File: src/hdl/aihr_pkg.sv
// ----------------------------------------------------------------------------
// Activity indicator package
// Constants, register indexes, event codes and stream field positions.
// ----------------------------------------------------------------------------
`default_nettype none

package aihr_pkg;

	// Default parameter values.
	localparam int PIN_COUNT_DEF = 4;
	localparam int TIME_BITS_DEF = 32;

	// Pins that have a byte in the pin map and show in the result.
	localparam int MAP_PINS = 4;

	// Configuration port.
	localparam int CFG_W     = 32;
	localparam int REG_IDX_W = 2;
	localparam logic [REG_IDX_W-1:0] REG_ENABLED = 2'd0;
	localparam logic [REG_IDX_W-1:0] REG_RX_HOLD = 2'd1;
	localparam logic [REG_IDX_W-1:0] REG_TX_HOLD = 2'd2;
	localparam logic [REG_IDX_W-1:0] REG_PIN_MAP = 2'd3;
	localparam int HOLD_W = 16;
	localparam int MAP_W  = 32;

	// Event kinds carried in tuser.
	localparam int MODE_W = 2;
	localparam logic [MODE_W-1:0] MODE_RX      = 2'd0;
	localparam logic [MODE_W-1:0] MODE_TX      = 2'd1;
	localparam logic [MODE_W-1:0] MODE_TICK    = 2'd2;
	localparam logic [MODE_W-1:0] MODE_RELEASE = 2'd3;

	// Input tdata layout.
	localparam int CHAN_W      = 3;
	localparam int NOW_IN_W    = 32;
	localparam int IN_CHAN_LSB = 0;
	localparam int IN_ACT_BIT  = 3;
	localparam int IN_QUAL_BIT = 4;
	localparam int IN_NOW_LSB  = 5;
	localparam int IN_TDATA_W  = 40;

	// Output tdata layout: line levels, asserted mask, pending mask.
	localparam int MASK_W      = 4;
	localparam int OUT_FIELD_W = 3 * MASK_W;
	localparam int OUT_TDATA_W = 16;

endpackage

`default_nettype wire

File: src/hdl/activity_indicator_hold_release.sv
// ----------------------------------------------------------------------------
// Activity indicator with hold and release
// Drives active-low status pins from receive and transmit channel events.
// ----------------------------------------------------------------------------
// One event is taken per clock cycle while results are taken, and each event
// gives one result that reports the pin state after it. The event waits in the
// input register until the pin update logic fills the result register from it:
// a channel match per pin, two shared adds for the rx and tx deadlines and one
// wrap-safe compare per pin. When the result is stalled, one more event waits
// in the input register, and the input then stalls until the result is taken.
// ----------------------------------------------------------------------------
`default_nettype none

module activity_indicator_hold_release #(
	parameter int PIN_COUNT = aihr_pkg::PIN_COUNT_DEF,
	parameter int TIME_BITS = aihr_pkg::TIME_BITS_DEF
) (
	input  wire logic                              clk,
	input  wire logic                              arst_n,
	// Configuration writes
	input  wire logic                              cfg_we,
	input  wire logic [aihr_pkg::REG_IDX_W-1:0]    cfg_index,
	input  wire logic [aihr_pkg::CFG_W-1:0]        cfg_data,
	// Event stream
	input  wire logic                              s_tvalid,
	output logic                                   s_tready,
	// channel[2:0], active[3], qualified[4], now_ms[36:5], zero fill
	input  wire logic [aihr_pkg::IN_TDATA_W-1:0]   s_tdata,
	// mode[1:0]
	input  wire logic [aihr_pkg::MODE_W-1:0]       s_tuser,
	// Result stream
	output logic                                   m_tvalid,
	input  wire logic                              m_tready,
	// line_levels[3:0], asserted_mask[7:4], pending_mask[11:8], zero fill
	output logic [aihr_pkg::OUT_TDATA_W-1:0]       m_tdata
);

	localparam int NOW_W = (TIME_BITS < aihr_pkg::NOW_IN_W) ? TIME_BITS : aihr_pkg::NOW_IN_W;

	// Configuration registers.
	logic                          enabled_q;
	logic [aihr_pkg::HOLD_W-1:0]   rx_hold_q;
	logic [aihr_pkg::HOLD_W-1:0]   tx_hold_q;
	logic [aihr_pkg::MAP_W-1:0]    pin_map_q;

	// Input stage.
	logic                          valid_s1;
	logic [aihr_pkg::MODE_W-1:0]   mode_s1;
	logic [aihr_pkg::CHAN_W-1:0]   chan_s1;
	logic                          act_s1;
	logic                          qual_s1;
	logic [aihr_pkg::NOW_IN_W-1:0] now_s1;

	// Pin state.
	logic [PIN_COUNT-1:0]          asserted_q;
	logic [PIN_COUNT-1:0]          pending_q;
	logic [TIME_BITS-1:0]          deadline_q [PIN_COUNT];
	logic [PIN_COUNT-1:0]          asserted_nx;
	logic [PIN_COUNT-1:0]          pending_nx;
	logic [PIN_COUNT-1:0]          sched_en;
	logic [PIN_COUNT-1:0]          use_rx;

	// Result register.
	logic                          m_tvalid_q;
	logic [aihr_pkg::OUT_TDATA_W-1:0] m_tdata_q;

	logic                          advance;
	logic                          fire;
	logic [TIME_BITS-1:0]          now_t;
	logic [TIME_BITS-1:0]          dl_rx;
	logic [TIME_BITS-1:0]          dl_tx;
	logic [aihr_pkg::MASK_W-1:0]   res_levels;
	logic [aihr_pkg::MASK_W-1:0]   res_asserted;
	logic [aihr_pkg::MASK_W-1:0]   res_pending;

	// Handshake: the result register moves when empty or taken.
	assign advance  = !m_tvalid_q || m_tready;
	assign s_tready = !valid_s1 || advance;
	assign fire     = valid_s1 && advance;
	assign m_tvalid = m_tvalid_q;
	assign m_tdata  = m_tdata_q;

	// Configuration writes.
	always_ff @(posedge clk or negedge arst_n) begin
		if (!arst_n) begin
			enabled_q <= 1'b0;
			rx_hold_q <= '0;
			tx_hold_q <= '0;
			pin_map_q <= '0;
		end else if (cfg_we) begin
			case (cfg_index)
				aihr_pkg::REG_ENABLED: enabled_q <= cfg_data[0];
				aihr_pkg::REG_RX_HOLD: rx_hold_q <= cfg_data[aihr_pkg::HOLD_W-1:0];
				aihr_pkg::REG_TX_HOLD: tx_hold_q <= cfg_data[aihr_pkg::HOLD_W-1:0];
				aihr_pkg::REG_PIN_MAP: pin_map_q <= cfg_data[aihr_pkg::MAP_W-1:0];
				default: ;
			endcase
		end
	end

	// Input register control.
	always_ff @(posedge clk or negedge arst_n) begin
		if (!arst_n) begin
			valid_s1 <= 1'b0;
		end else if (s_tready) begin
			valid_s1 <= s_tvalid;
		end
	end

	// Input register payload, loaded on each input transfer.
	always_ff @(posedge clk) begin
		if (s_tvalid && s_tready) begin
			mode_s1 <= s_tuser;
			chan_s1 <= s_tdata[aihr_pkg::IN_CHAN_LSB +: aihr_pkg::CHAN_W];
			act_s1  <= s_tdata[aihr_pkg::IN_ACT_BIT];
			qual_s1 <= s_tdata[aihr_pkg::IN_QUAL_BIT];
			now_s1  <= s_tdata[aihr_pkg::IN_NOW_LSB +: aihr_pkg::NOW_IN_W];
		end
	end

	// Time of the event in the deadline width, and the two candidate deadlines.
	assign now_t = TIME_BITS'(now_s1[NOW_W-1:0]);
	assign dl_rx = now_t + TIME_BITS'(rx_hold_q);
	assign dl_tx = now_t + TIME_BITS'(tx_hold_q);

	// Per-pin event handling.
	for (genvar g = 0; g < PIN_COUNT; g++) begin : g_pin
		logic [7:0]           map_b;
		logic                 rx_hit;
		logic                 tx_hit;
		logic                 do_assert;
		logic                 do_sched;
		logic                 do_release;
		logic [TIME_BITS-1:0] diff;

		if (g < aihr_pkg::MAP_PINS) begin : g_map
			assign map_b = pin_map_q[8*g +: 8];
		end else begin : g_nomap
			assign map_b = 8'h00;
		end

		assign use_rx[g] = map_b[7];
		assign diff      = now_t - deadline_q[g];

		always_comb begin
			rx_hit     = enabled_q && (mode_s1 == aihr_pkg::MODE_RX) && map_b[7]
				&& (map_b[6:4] == chan_s1);
			tx_hit     = enabled_q && (mode_s1 == aihr_pkg::MODE_TX) && map_b[3]
				&& (map_b[2:0] == chan_s1);
			do_assert  = (rx_hit && act_s1 && qual_s1) || (tx_hit && act_s1);
			do_sched   = asserted_q[g]
				&& ((rx_hit && !(act_s1 && qual_s1)) || (tx_hit && !act_s1));
			do_release = enabled_q && ((mode_s1 == aihr_pkg::MODE_RELEASE)
				|| ((mode_s1 == aihr_pkg::MODE_TICK) && pending_q[g]
				&& !diff[TIME_BITS-1]));

			asserted_nx[g] = asserted_q[g];
			pending_nx[g]  = pending_q[g];
			if (do_assert) begin
				asserted_nx[g] = 1'b1;
				pending_nx[g]  = 1'b0;
			end else if (do_sched) begin
				pending_nx[g]  = 1'b1;
			end else if (do_release) begin
				asserted_nx[g] = 1'b0;
				pending_nx[g]  = 1'b0;
			end
			sched_en[g] = do_sched;
		end

		// Pin flags.
		always_ff @(posedge clk or negedge arst_n) begin
			if (!arst_n) begin
				asserted_q[g] <= 1'b0;
				pending_q[g]  <= 1'b0;
			end else if (fire) begin
				asserted_q[g] <= asserted_nx[g];
				pending_q[g]  <= pending_nx[g];
			end
		end

		// Release deadline, only read while pending.
		always_ff @(posedge clk) begin
			if (fire && sched_en[g]) begin
				deadline_q[g] <= use_rx[g] ? dl_rx : dl_tx;
			end
		end
	end

	// Result fields for the pins that are shown.
	for (genvar o = 0; o < aihr_pkg::MASK_W; o++) begin : g_res
		if (o < PIN_COUNT) begin : g_live
			assign res_levels[o]   = !asserted_nx[o];
			assign res_asserted[o] = asserted_nx[o];
			assign res_pending[o]  = pending_nx[o];
		end else begin : g_none
			assign res_levels[o]   = 1'b0;
			assign res_asserted[o] = 1'b0;
			assign res_pending[o]  = 1'b0;
		end
	end

	// Result register control.
	always_ff @(posedge clk or negedge arst_n) begin
		if (!arst_n) begin
			m_tvalid_q <= 1'b0;
		end else if (advance) begin
			m_tvalid_q <= valid_s1;
		end
	end

	// Result register payload.
	always_ff @(posedge clk) begin
		if (fire) begin
			m_tdata_q <= aihr_pkg::OUT_TDATA_W'({res_pending, res_asserted, res_levels});
		end
	end

endmodule

`default_nettype wire

File: config.mk
export PLATFORM = sky130hd
export DESIGN_NAME = activity_indicator_hold_release
export DESIGN_NICKNAME = d
export VERILOG_FILES = /design/src/hdl/aihr_pkg.sv /design/src/hdl/activity_indicator_hold_release.sv
export SDC_FILE = /design/constraint.sdc
export NUM_CORES = 1
export LEC_CHECK = 0
export BUFFER_PORTS_ARGS = -buffer_cell sky130_fd_sc_hd__buf_2
export CAP_MARGIN = 20
export CORE_ASPECT_RATIO = 1.75
export CORE_MARGIN = 5
export CORE_UTILIZATION = 55
export DETAILED_ROUTE_END_ITERATION = 8
export GPL_ROUTABILITY_DRIVEN = 0
export PLACE_DENSITY = 0.85
export SLEW_MARGIN = 0
export SYNTH_ARGS = -nofsm -noshare
export SYNTH_HDL_FRONTEND = slang
export SYNTH_SLANG_ARGS = --single-unit
export TNS_END_PERCENT = 10
File: constraint.sdc
create_clock -name clk -period 6.4 [get_ports clk]
set_clock_uncertainty 0.15 [all_clocks]
set_input_delay 0.96 -clock clk [delete_from_list [all_inputs] [get_ports clk]]
set_output_delay 0.96 -clock clk [all_outputs]
set_load 0.02 [all_outputs]
# Yosys cells after proc, flatten, opt, wreduce, memory -nomap -nowiden
# Memory sizes are Yosys's and may differ from the RTL's.
# Index checks and enable logic that the tools add are counted.
[word_totals] word_cells=170 mem_count=1 rom_bits=0 latchBits=0 output_inout_bits=18 reg_bits=126 input_bits=81 ramBits=128
[mem_list] memory="deadline_q" depth=4 width=32 read_ports=4 rd_ports_with_merged_regs=0 wr=4 line="activity_indicator_hold_release.sv:57" source="logic [TIME_BITS-1:0] deadline_q [PIN_COUNT];"
[classes] n_bitwise=0 shift=0 order_cmp=0 multipliers=0 mux=36 reduce_logical=93 addsub=6 eq_ne=14 n_div=0
[op_table] op="two-way mux 32 bit" count=4
[op_table] op="subtractor 32 bit" count=4
[op_table] op="adder 32 x 16 -> 32 bit" count=2
[op_table] op="logical AND 1 bit" count=61
[op_table] op="two-way mux 1 bit" count=32
[op_table] op="== test 3 bit" count=8
[op_table] op="logical OR 1 bit" count=14
[op_table] op="zero test 1 bit" count=12
[op_table] op="== test 2 bit (second input constant)" count=4
[op_table] op="AND reduction 2 bit" count=4
[op_table] op="== test 2 x 1 -> 1 bit (second input constant)" count=2
[op_table] op="zero test 2 bit" count=2

# Depth between registers and ports, before layout
# Gate-level depths: netlist of the first run.
[logic_depth] depth_word=10 ltp_mapped=11 mapped_depth_nobuf=10

# Least setup slack after synthesis of the first run
# No wires, ideal clock.
[synth_path] path_type="register -> register" startpoint="register mode_s1[1] in the netlist's numbering" endpoint="memory deadline_q[2][0] in the netlist's numbering, enable pin" setup_slack_ns=3.060 required_ns=5.829 stages_incl_launch_ff=7 n_path_buf=0 period_less_slack_ns=3.340 arrival_ns=2.769 setup_ns=0.421 path_cell_list="edfxtp_1 -> or3b_1 -> nor3_1 -> nand3_1 -> a21oi_1 -> o21ai_1 -> nor2_1"
[synth_rtl] item="start: declaration" line="activity_indicator_hold_release.sv:48" source="logic [aihr_pkg::MODE_W-1:0] mode_s1;"
[synth_rtl] item="start signal: assignment" line="activity_indicator_hold_release.sv:113" source="mode_s1 <= s_tuser;"
[synth_rtl] item="end: declaration" line="activity_indicator_hold_release.sv:57"

# Worst setup path after layout of the first run
[layout_path] startpoint="register now_s1[30] in the netlist's numbering" endpoint="register m_tdata_q (netlist bit m_tdata[9]) (data pin)"
[layout_between] elab_chain_cells=8
[layout_rtl] item="start: declaration" line="activity_indicator_hold_release.sv:52" source="logic [aihr_pkg::NOW_IN_W-1:0] now_s1;"
[layout_rtl] item="start signal: assignment" line="activity_indicator_hold_release.sv:117" source="now_s1 <= s_tdata[aihr_pkg::IN_NOW_LSB +: aihr_pkg::NOW_IN_W];"
[layout_rtl] item="subtractor 32 bit" line="activity_indicator_hold_release.sv:143" source="assign diff = now_t - deadline_q[g];"
[layout_rtl] item="zero test 1 bit" line="activity_indicator_hold_release.sv:155" source="&& !diff[TIME_BITS-1]));"
[layout_rtl] item="logical AND 1 bit" line="activity_indicator_hold_release.sv:155"
[layout_rtl] item="logical OR 1 bit" line="activity_indicator_hold_release.sv:154" source="|| ((mode_s1 == aihr_pkg::MODE_TICK) && pending_q[g]"
[layout_rtl] item="logical AND 1 bit" line="activity_indicator_hold_release.sv:153" source="do_release = enabled_q && ((mode_s1 == aihr_pkg::MODE_RELEASE)"
[layout_rtl] item="two-way mux 1 bit" line="activity_indicator_hold_release.sv:164" source="end else if (do_release) begin"
[layout_rtl] item="two-way mux 1 bit" line="activity_indicator_hold_release.sv:162" source="end else if (do_sched) begin"
[layout_rtl] item="two-way mux 1 bit" line="activity_indicator_hold_release.sv:159" source="if (do_assert) begin"
[layout_rtl] item="named net pending_nx[1]" line="activity_indicator_hold_release.sv:59" source="logic [PIN_COUNT-1:0] pending_nx;"
[layout_rtl] item="end signal: assignment" line="activity_indicator_hold_release.sv:215" source="m_tdata_q <= aihr_pkg::OUT_TDATA_W'({res_pending, res_asserted, res_levels});"
[layout_rtl] item="end: declaration" line="activity_indicator_hold_release.sv:65" source="logic [aihr_pkg::OUT_TDATA_W-1:0] m_tdata_q;"
# The timed path passes the listed nets, and every way through them passes these cells.
# A chain may end at the register's enable or synchronous reset.

==> results of run 1 <==
-- worst max-delay path, stage by stage, from the launching register on --
cell and delay (ns):
edfxtp_1 0.60, ha_1 0.41, nand3_1 0.12, nor3_1 0.58, nand4_1 0.24, a21o_1 0.20, a21oi_1 0.50, mux2i_1 0.48
a31o_1 0.24
-- routing by layer --
metal  routed length, um  share of wire (%)
met1               13800                 34
met2               21900                 54
met3                1990                4.9
met4                2960                7.3
met5                   0                  0
-- power breakdown --
group / leakage, nW / internal (mW) / switching (mW) / total [mW]
Combinational: 4.48 / 0.579 / 0.832 / 1.41
Clock: 0.401 / 0.841 / 0.633 / 1.47
Sequential: 2.51 / 1.98 / 0.160 / 2.14
Total: 7.39 / 3.40 / 1.63 / 5.03
-- cells by family (layout without fill, tap and decap cells) --
kind of cell / after synthesis / count (layout)
xor+xnor: 113 / 113
flops: 254 / 254
compound gates: 336 / 336
fa+ha+maj: 154 / 154
simple gates: 292 / 292
buf+inv: 213 / 294
other cells: 1 / 4
mux: 107 / 107
-- registers in the layout, indices dropped and copies added (netlist names) --
| name | flops |
|---|---|
| deadline_q | 128 |
| now_s1 | 32 |
| pin_map_q | 32 |
| rx_hold_q | 16 |
| tx_hold_q | 16 |
| m_tdata | 12 |
| asserted_q | 4 |
| pending_q | 4 |
| chan_s1 | 3 |
| mode_s1 | 2 |
| act_s1 | 1 |
| enabled_q | 1 |
| m_tvalid | 1 |
| qual_s1 | 1 |
| valid_s1 | 1 |
-- per-stage QoR --
| stage | setup WS [ns] | instance area, sq um |
|---|---|---|
| floorplan | 3.06 | 16200 |
| global placement | 2.70 | 16900 |
| detailed placement | 2.64 | 16900 |
| CTS | 2.63 | 17700 |
| global route | 2.66 | 17700 |
| finish | 2.73 | 17700 |
-- cell type report --
| type | instances | share of cell area (%) |
|---|---|---|
| Multi-Input combinational cell | 1006 | 45.6 |
| Sequential cell | 254 | 40.9 |
| Inverter | 148 | 3.13 |
| Clock inverter | 10 | 0.423 |
| Clock buffer | 34 | 4.13 |
| Timing Repair Buffer | 102 | 3.16 |
| Tap cell | 382 | 2.70 |
-- worst min path at each step --
stage,startpoint,to,slack (ns),cells after the start
after floorplan,valid_s1$_DFFE_PN0N_,m_tvalid$_DFFE_PN0P_,0.31,1
after global placement,valid_s1$_DFFE_PN0N_,m_tvalid$_DFFE_PN0P_,0.32,1
after detailed placement,valid_s1$_DFFE_PN0N_,m_tvalid$_DFFE_PN0P_,0.34,1
after CTS,valid_s1$_DFFE_PN0N_,m_tvalid$_DFFE_PN0P_,0.36,1
after global routing,tx_hold_q[0]$_DFFE_PN0P_,tx_hold_q[0]$_DFFE_PN0P_,0.38,1
final,valid_s1$_DFFE_PN0N_,m_tvalid$_DFFE_PN0P_,0.35,1
-- cells in the final DEF (no fill, tap or decap), types with 6 or more instances in the layout --
cell type and instances:
edfxtp_1 179, o21ai_1 13, xnor2_1 71, xor2_1 42, clkbuf_16 28, nor4_1 8, or2_2 6, a21oi_1 79
mux2i_1 9, nand4_1 19, nor2b_1 9, nand2_1 85, a31oi_1 16, inv_1 148, buf_4 10, mux2_2 98
nand2b_1 7, o21ai_0 51, o21a_1 14, ha_1 152, buf_2 90, nor3_1 26, and3_1 6, dfrtp_1 75
a31oi_2 10, o211ai_1 17, o221ai_1 9, a21o_1 27, a211oi_2 20, a211oi_1 19, nor2_1 49, and2_1 15
nand3_1 30
==> summary.md, run 1 <==
| Metric | Value |
|---|---|
| Status | finished, final reports clean |
| Static leakage | 7.39 nW |
| Total setup buffers inserted after CTS | 0 |
| PostCTS Resize Cnt | 0 |
| Final setup violating endpoints | 0 |
| CP Data Required Time | 6.64 ns |
| Predominant post-synthesis flop cell | edfxtp_1 |
| Post-Synth XOR/XNOR Area | 6.11% |
| Number of diodes | 0 |
| Synth Area in Adders | 12.0% |
| Critical path data arrival time | 3.92 ns |
| Min Hold Slack | 0.354 ns |
| CTS tree | built |
| Vias in the first global route | 12300 |
| Core Util, Final | 60.8% |
| First drt pass iteration count | 5 |
| MaxCap Viol Count | 0 |
| DR WL/cell | 21.0 um |
| EDFF count, synth | 179 |
| FF-to-FF setup slack | 2.73 ns |
| Hold crit path type | register to register |
| Layout cell share with drive strength beyond 1 | 19.0% |
| Clk root buf | clkbuf_16 |
| Crit share post-route | 57.4% |
| Pwr dens | 284 mW/mm^2 |
| Register clock-pin slew on the reported worst setup and hold paths | 0.07 ns |
| Synth warn | 0 |
| Distinct cells, synth | 80 |
| Multi-input gate area | 0.00808 sq mm |
| Reg2reg end | m_tdata[9]$_DFFE_PP_ |
| Die height | 237 um |
| Total congestion overflow | 0 |
| Asr flop ratio synth | 29.5% |
| Placed insts | 1890 |
| Worst-Skew Late Latency | 0.54 ns |
| Slew margin rel. | 27.1% |
| DRT antenna net count | 0 |
| R2R depth | 8 |
| Synth area leaders | edfxtp_1 (33%), ha_1 (12%), dfrtp_1 (12%) |
| R2R Path Start | now_s1[30]$_DFFE_PP_ |
| Seq. cell area | 0.00725 sq mm |
| Clock Path Buffers | 3 |
| Max Clock Freq | 272 MHz |
| Synthesized flop and latch total | 254 |
| Worst slew pin tran | 1.09 ns |
| Largest net degree at the start of global routing | 76 |
| Synthesized area per cell | 11.0 sq um |
| Count leader, synth | edfxtp_1 |
| Synth Area in Simple Gates | 9.09% |
| Cell row count | 83 |
| Crit-path max FO | 9 |
| Cell taking the most area after synthesis | edfxtp_1 |
| Max VDD drop | 0.301 mV |
| CORE AREA | 0.0292 sq mm |
| CP endpoint | m_tdata[9]$_DFFE_PP_ |
| Via count | 11900 |
| Setup Crit Path Kind | register to register |
| Met1 Track Usage GR | 23.8% |
| Area of the die | 0.0331 sq mm |
| Kind of end point of the critical path | register |
| Top Usage Layer GRT | met2 |
| Synth Area in Compound Gates | 15.2% |
| GRT Util Overall | 23.9% |
| Starting Density | 55.5% |
| Initial drt markers | 882 |
| Initial antenna violation count | 0 |
| Port bufs | 91 |
| Gate Count Post-Synth | 1470 |
| CTS Buf Count | 24 |
| Post-CTS Hold Buffers | 0 |
| DP HPWL | 29900 um |
| Mux share of post-synthesis cell area | 7.37% |
| Nets@finish | 1771 |
| Drt drc | 0 |
| Final min period | 3.67 ns |
| Filler cell count | 2210 |
| Largest family of logic cells by synthesized area | compound AO/OA/AOI/OAI gates |
| Final TNS setup | 0 ns |
| Post-route insts no fill | 1936 |
| Met3 global-route usage | 3.05% |
| Die X-Extent | 140 um |
| Clock sink count | 254 |
| Area growth, synth to finish | 9.44% |
| Num ports | 99 |
| Share of the synthesized area in the top cell type | 33.2% |
| Netlist Area Pre-Place | 0.0162 sq mm |
| First-pass GRT wire length | 62900 um |
| Crit. Startpoint | now_s1[30]$_DFFE_PP_ |
| RSZ-0062 raised after global routing | false |
| H-tree depth | 1 |
| Synth cell count leaders | edfxtp_1 (179), ha_1 (152), inv_1 (148) |
| Total routed wirelength | 40600 um |
| Sequential element share of the synthesized area | 44.8% |
| Grt met2 use | 45.1% |
| Hold Fails Final Rpt | 0 |
| Final Slew Violations | 0 |
| Pwr Total | 5.03 mW |
| Drt via density | 6.14 |
| Startpoint Class | register |
Power figures use the tool's default switching activity.
==> inputs of run 2 (changes only) <==
Settings changed: ABC_AREA set to 1.
Clock period 6.4 ns to 3.4 ns, I/O delays scaled along.
==> run 2 against run 1 <==
  * Routed wire length up 10%
  * Largest cell class unchanged
  * Synthesized area about the same
  * Cell count up 25%
==> summary.md, run 2 <==
| Metric | Value |
|---|---|
| Post-route insts no fill | 2429 (+25%) |
| Starting Density | 55.5% (about the same) |
| Worst slew pin tran | 0.944 ns (-0.147 ns) |
| R2R depth | 7 (-1) |
| Clock sink count | 254 (unchanged) |
| CP Data Required Time | 3.50 ns (-3.14 ns) |
| Synth area leaders | edfxtp_1 (33%), nand2_1 (13%), ha_1 (12%) |
| Slowest library cell on the worst path | edfxtp_1 |
| Final min period | 3.09 ns (-0.580 ns) |
| Port bufs | 91 (unchanged) |
| Status | finished, final reports clean |
| Cell row count | 83 (unchanged) |
| PostCTS Resize Cnt | 0 (unchanged) |
| Hold Path Stages | 1 (unchanged) |
| CTS tree | built |
| Total setup buffers inserted after CTS | 0 (unchanged) |
| Max Clock Freq | 323 MHz (+19%) |
| Hold Fails Final Rpt | 0 (unchanged) |
| Total congestion overflow | 0 (unchanged) |
| Max VDD drop | 0.492 mV (+63%) |
| Setup Crit Path Kind | register to register |
| Layout cell share with drive strength beyond 1 | 11.3% (-7.7 points) |
| Asr flop ratio synth | 29.5% (unchanged) |
| Largest regs | deadline_q x128, now_s1 x32, pin_map_q x32 |
| Crit path cell chain | ha_1, a21oi_1, a21boi_0, o21ai_0, a21oi_1, xor2_1, o21ai_0 |
| Drt via density | 5.66 (-7.9%) |
| Number of flip-flops in the largest register | 128 (unchanged) |
| Startpoint Class | register |
| CORE AREA | 0.0292 sq mm (unchanged) |
| Synth warn | 0 (unchanged) |
| Initial antenna violation count | 0 (unchanged) |
| Register clock-pin slew on the reported worst setup and hold paths | 0.07 ns (about the same) |
| GRT Util Overall | 26.8% (+2.9 points) |
| Slew margin rel. | 37.1% (+10 points) |
| Largest net degree at the start of global routing | 76 (unchanged) |
| Netlist Area Pre-Place | 0.0162 sq mm (about the same) |
| Synth cell count leaders | nand2_1 (565), inv_1 (264), edfxtp_1 (179) |
| Area of the die | 0.0331 sq mm (about the same) |
| Crit share post-route | 91.0% (+34 points) |
| Critical path data arrival time | 3.19 ns (-0.73 ns) |
| Reg2reg end | deadline_q[3][14]$_DFFE_PP_ |
| DR WL/cell | 18.4 um (-12%) |
| Area growth, synth to finish | 12.5% |
| MaxCap Viol Count | 0 (unchanged) |
| Via count | 13700 (+16%) |
| Kind of end point of the critical path | register |
| First-pass GRT wire length | 70200 um (+12%) |
| Final TNS setup | 0 ns (unchanged) |
| H-tree depth | 1 (unchanged) |
| Buf/Inv on CP | 0 (unchanged) |
| Die X-Extent | 140 um (about the same) |
| DRT antenna net count | 0 (unchanged) |
| Final setup violating endpoints | 0 (unchanged) |
| Clk root buf | clkbuf_16 |
| Largest reg by FF count | deadline_q |
| Worst Hold Launch | s_tdata[33] |
| Sequential element share of the synthesized area | 44.8% (about the same) |
| Hold endpoint | now_s1[28]$_DFFE_PP_ |
| Design Area, Final | 0.0182 sq mm (+2.8%) |
| Nets@finish | 2266 (+28%) |
| Hold crit path type | input pin to register |
| EDFF count, synth | 179 (unchanged) |
| DP HPWL | 32800 um (+9.5%) |
| Final Slew Violations | 0 (unchanged) |
| Crit-path max FO | 6 (-3) |
| Max stage delay on crit path | 0.59 ns (about the same) |
| Synthesized flop and latch total | 254 (unchanged) |
| Leading cell type in the layout, fill and taps excluded | nand2_1 |
| Die height | 237 um (about the same) |
| Num ports | 99 (unchanged) |
| R2R Path Start | now_s1[9]$_DFFE_PP_ |
| DP Worst Slack | 0.484 ns (-2.15 ns) |
| Worst setup margin | 0.307 ns (-2.42 ns) |
| CTS Buf Count | 23 (-4.2%) |
| Core Util, Final | 62.5% (+1.7 points) |
| Gate Count Post-Synth | 1901 (+29%) |
| FF-to-FF setup slack | 0.31 ns (-2.42 ns) |
| Synthesized area per cell | 8.52 sq um (-23%) |
| Initial drt markers | 972 (+10%) |
| First drt pass iteration count | 9 (+4) |
| Cell taking the most area after synthesis | edfxtp_1 |
| Placed insts | 2349 (+24%) |
| RSZ-0062 raised after global routing | false |
| CP delay by family, top | compound AO/OA/AOI/OAI gates |
| Static leakage | 8.79 nW (+19%) |
| Predominant post-synthesis flop cell | edfxtp_1 |
| Number of diodes | 0 (unchanged) |
| DP Area | 0.0172 sq mm (+1.7%) |
| Vias in the first global route | 14200 (+16%) |
| Clock Path Buffers | 3 (unchanged) |
| Count leader, synth | nand2_1 |
| Share of the synthesized area in the top cell type | 33.2% (about the same) |
| Drt drc | 0 (unchanged) |
| Commonest non-fill, non-tap cells in the layout | nand2_1 (565), inv_1 (263), edfxtp_1 (179) |
| Worst-Skew Late Latency | 0.54 ns (about the same) |
| Pwr dens | 494 mW/mm^2 (+74%) |
| Distinct cells, synth | 50 (-38%) |
| Total routed wirelength | 44800 um (+10%) |
==> run 2: changes by cell type in the layout (fill, tap and decap cells not counted), sizes merged, moves of 21 or more <==
| cell | delta |
|---|---|
| a21o | -21 |
| a31oi | -22 |
| a211oi | -40 |
| dlygate4sd3 | +38 |
| nor2 | +41 |
| nand2 | +487 |
| nand3 | +84 |
| o21ai | +93 |
| mux2 | -86 |
| inv | +126 |
| xnor2 | -51 |
==> run 2: worst register-to-register path: stages, from the launching register on <==
cell,delay [ns]
edfxtp_1,0.59
ha_1,0.43
a21oi_1,0.20
a21boi_0,0.28
o21ai_0,0.16
a21oi_1,0.17
xor2_1,0.58
o21ai_0,0.25
==> run 2: how the worst max path moves through the flow <==
stage | from | endpoint | slack [ns] | cells after the start
floorplan | mode_s1[1]$_DFFE_PP_ | deadline_q[2][0]$_DFFE_PP_ | 0.19 | 5
global placement | now_s1[26]$_DFFE_PP_ | m_tdata[8]$_DFFE_PP_ | 0.57 | 14
detailed placement | now_s1[1]$_DFFE_PP_ | deadline_q[1][28]$_DFFE_PP_ | 0.48 | 12
CTS | now_s1[1]$_DFFE_PP_ | deadline_q[3][28]$_DFFE_PP_ | 0.44 | 12
global route | now_s1[9]$_DFFE_PP_ | deadline_q[1][12]$_DFFE_PP_ | 0.06 | 8
finish | now_s1[9]$_DFFE_PP_ | deadline_q[3][14]$_DFFE_PP_ | 0.31 | 7
==> run 2: cells by family after synthesis <==
logic type               after synthesis  share of synthesized area, %
AO/OA/AOI/OAI                        285                          10.3
XOR/XNOR                              55                          3.39
adder cells (fa/ha/maj)              154                          12.0
buffers and inverters                322                          7.72
flip-flops                           254                          44.8
multiplexers                          12                         0.834
other                                  1                        0.0231
AND/OR/NAND/NOR                      818                          21.0
==> run 2: final cells by class <==
| type | count | area, sq um |
|---|---|---|
| fill | 2274 | 10900 |
| multi-input combinational | 1328 | 7740 |
| clock buffer | 34 | 627 |
| inverter | 272 | 1020 |
| sequential | 254 | 7250 |
| clock inverter | 7 | 43.8 |
| tap | 382 | 478 |
| timing repair buffer | 152 | 1070 |
==> run 2: stage by stage <==
stage | hold slack, ns | power, mW
4_1_cts | 0.00175 | 8.94
5_1_grt | 0.00853 | 9.44
2_1_floorplan | 0.0644 | 5.67
3_5_place_dp | 0.330 | 6.47
6_report | 0.0188 | 9.00
3_3_place_gp | 0.318 | 6.34
==> run 2: power breakdown <==
group / switching, mW / internal, mW / leakage (nW)
registers: 0.231 / 3.74 / 2.56
logic: 1.74 / 0.843 / 5.90
clock network: 1.17 / 1.29 / 0.327
==> run 2: routing by layer <==
layer	up-vias	wire (um)	GRT usage (%)	share of wire [%]
li1	6511	-	-	-
met1	6292	14100	25.4	31
met2	643	22300	47.3	50
met3	296	3080	4.69	6.9
met4	0	5310	26.1	12
met5	-	0	0	0
==> run 2: repair_timing <==
| item | 4_1_cts | 5_1_grt |
|---|---|---|
| endpoints found under the setup margin | 0 | 0 |
| hold buffers | 38 | 0 |
| hold endpoints to repair | 63 | 0 |
==> inputs of run 3 (changes only) <==
Settings changed: RECOVER_POWER set to 25.
==> run 3 against run 2 <==
  * The flow now finishes with violations (max-capacitance violations, max-slew violations)
  * Combinational power about the same
  * Via count about the same
  * Clock power about the same
  * Setup slack gained 0.025 ns
  * Largest cell class unchanged
==> summary.md, run 3 (synthesis results as in run 2) <==
| Metric | Value |
|---|---|
| Status | finished, violations left |
| Failing checks | max-capacitance violations, max-slew violations |
| Number of diodes | 0 (unchanged) |
| Crit share post-route | 90.2% (-0.74 points) |
| H-tree depth | 1 (unchanged) |
| Drt drc | 0 (unchanged) |
| Num ports | 99 (unchanged) |
| Setup Crit Path Kind | register to register |
| Total setup buffers inserted after CTS | 0 (unchanged) |
| Max VDD drop | 0.492 mV (about the same) |
| Clk root buf | clkbuf_16 |
| Initial antenna violation count | 0 (unchanged) |
| Slew margin rel. | -23.0% (-60 points) |
| Hold Fails Final Rpt | 0 (unchanged) |
| Total congestion overflow | 0 (unchanged) |
| CORE AREA | 0.0292 sq mm (unchanged) |
| Area of the die | 0.0331 sq mm (unchanged) |
| Commonest non-fill, non-tap cells in the layout | nand2_1 (565), inv_1 (263), edfxtp_1 (179) |
| Crit-path max FO | 6 (unchanged) |
| Max stage delay on crit path | 0.59 ns (about the same) |
| Final TNS setup | 0 ns (unchanged) |
| Crit. Startpoint | now_s1[9]$_DFFE_PP_ |
| MaxCap Viol Count | 1 (+1) |
| Nets@finish | 2266 (unchanged) |
| DR WL/cell | 18.5 um (+0.15%) |
| Final setup violating endpoints | 0 (unchanged) |
| Die X-Extent | 140 um (unchanged) |
| Initial drt markers | 1017 (+4.6%) |
| Clock sink count | 254 (unchanged) |
| Kind of end point of the critical path | register |
| Slowest library cell on the worst path | edfxtp_1 |
| CP endpoint | deadline_q[3][14]$_DFFE_PP_ |
| Largest net degree at the start of global routing | 76 (unchanged) |
| Static leakage | 8.76 nW (-0.36%) |
| Area growth, synth to finish | 12.3% |
| R2R Path Start | now_s1[9]$_DFFE_PP_ |
| FF-to-FF setup slack | 0.33 ns (+0.03 ns) |
| Post-route insts no fill | 2429 (unchanged) |
| Max Clock Freq | 326 MHz (+0.83%) |
| Leading cell type in the layout, fill and taps excluded | nand2_1 |
| CP Data Required Time | 3.50 ns (about the same) |
| Design Area, Final | 0.0182 sq mm (-0.20%) |
| Register clock-pin slew on the reported worst setup and hold paths | 0.07 ns (about the same) |
| R2R depth | 7 (unchanged) |
| Die height | 237 um (unchanged) |
| Final min period | 3.07 ns (-0.0253 ns) |
| Via count | 13700 (+0.015%) |
| CP delay by family, top | compound AO/OA/AOI/OAI gates |
| Final Slew Violations | 76 (+76) |
| CTS tree | built |
| Hold Path Stages | 1 (unchanged) |
| Largest reg by FF count | deadline_q |
| Reg2reg end | deadline_q[3][14]$_DFFE_PP_ |
| DRT antenna net count | 0 (unchanged) |
| DP HPWL | 32800 um (unchanged) |
| Crit path cell chain | ha_1, a21oi_1, a21boi_0, o21ai_0, a21oi_1, xor2_1, o21ai_0 |
| DP Area | 0.0172 sq mm (unchanged) |
| Critical path data arrival time | 3.17 ns (-0.02 ns) |
| Drt via density | 5.66 (about the same) |
| Clock Path Buffers | 3 (unchanged) |
| Pwr dens | 495 mW/mm^2 (+0.16%) |
| Placed insts | 2349 (unchanged) |
| Vias in the first global route | 14200 (unchanged) |
| Number of flip-flops in the largest register | 128 (unchanged) |
| GRT Util Overall | 26.8% (unchanged) |
| First-pass GRT wire length | 70200 um (unchanged) |
| First drt pass iteration count | 6 (-3) |
| RSZ-0062 raised after global routing | false |
| Layout cell share with drive strength beyond 1 | 10.8% (-0.54 points) |
| Starting Density | 55.5% (unchanged) |
| Port bufs | 91 (unchanged) |
| Worst-Skew Late Latency | 0.55 ns (about the same) |
| Worst slew pin tran | 1.84 ns (+0.901 ns) |
| Total routed wirelength | 44900 um (+0.15%) |
| Hold crit path type | input pin to register |
| Largest regs | deadline_q x128, now_s1 x32, pin_map_q x32 |
| Startpoint Class | register |
| CTS Buf Count | 23 (unchanged) |
| Levels on crit path | 7 (unchanged) |
| Cell row count | 83 (unchanged) |
| Buf/Inv on CP | 0 (unchanged) |
## run 3: changes by cell type in the layout (fill, tap and decap cells not counted)
cell / before / now
mux2_1: 0 / 1
buf_4: 19 / 15
clkbuf_1: 10 / 19
buf_2: 90 / 85
nand3_1: 110 / 111
nand3_2: 4 / 3
buf_8: 1 / 0
clkbuf_2: 0 / 1
mux2_2: 12 / 11
## run 3: power by group
group | switching, mW | internal (mW)
logic | 1.74 | 0.838
registers | 0.233 | 3.74
clock network | 1.17 | 1.29
## run 3: per-layer routing
metal / share of wire, % / GRT usage (%) / up-vias
li1: - / - / 6507
met2: 50 / 47.3 / 632
met4: 11 / 26.1 / 0
met5: 0 / 0 / -
met3: 6.9 / 4.69 / 294
met1: 31 / 25.4 / 6311
## run 3: how the worst min path moves through the flow
stage	startpoint	end	slack, ns
after floorplan	arst_n	asserted_q[0]$_DFFE_PN0P_	0.06
after global placement	pin_map_q[11]$_DFFE_PN0P_	pin_map_q[11]$_DFFE_PN0P_	0.32
after detailed placement	tx_hold_q[6]$_DFFE_PN0P_	tx_hold_q[6]$_DFFE_PN0P_	0.33
after CTS	s_tdata[33]	now_s1[28]$_DFFE_PP_	0.002
after global routing	s_tdata[33]	now_s1[28]$_DFFE_PP_	0.009
final	s_tdata[33]	now_s1[28]$_DFFE_PP_	0.02
## run 3: area by class of cell
| cell class | instances | area [sq um] |
|---|---|---|
| Tap cell | 382 | 478 |
| Fill cell | 2279 | 11000 |
| Clock inverter | 7 | 43.8 |
| Clock buffer | 34 | 627 |
| Timing Repair Buffer | 152 | 1040 |
| Inverter | 272 | 1020 |
| Sequential cell | 254 | 7250 |
| Multi-Input combinational cell | 1328 | 7740 |
## run 3: repair_timing
item / in CTS / in global routing
resized for setup: 0 / 0
endpoints found under the hold margin: 63 / 0
hold buffers: 38 / 0
## run 3: metrics by stage
stage,util [%],worst slack (ns),total power [mW],hold slack [ns]
after floorplan,-,0.193,5.67,0.0644
after global placement,58.8,0.566,6.34,0.318
after detailed placement,58.8,0.484,6.47,0.330
after CTS,62.4,0.441,8.94,0.00175
after global routing,62.4,0.0622,9.44,0.00853
final,62.4,0.332,9.00,0.0173
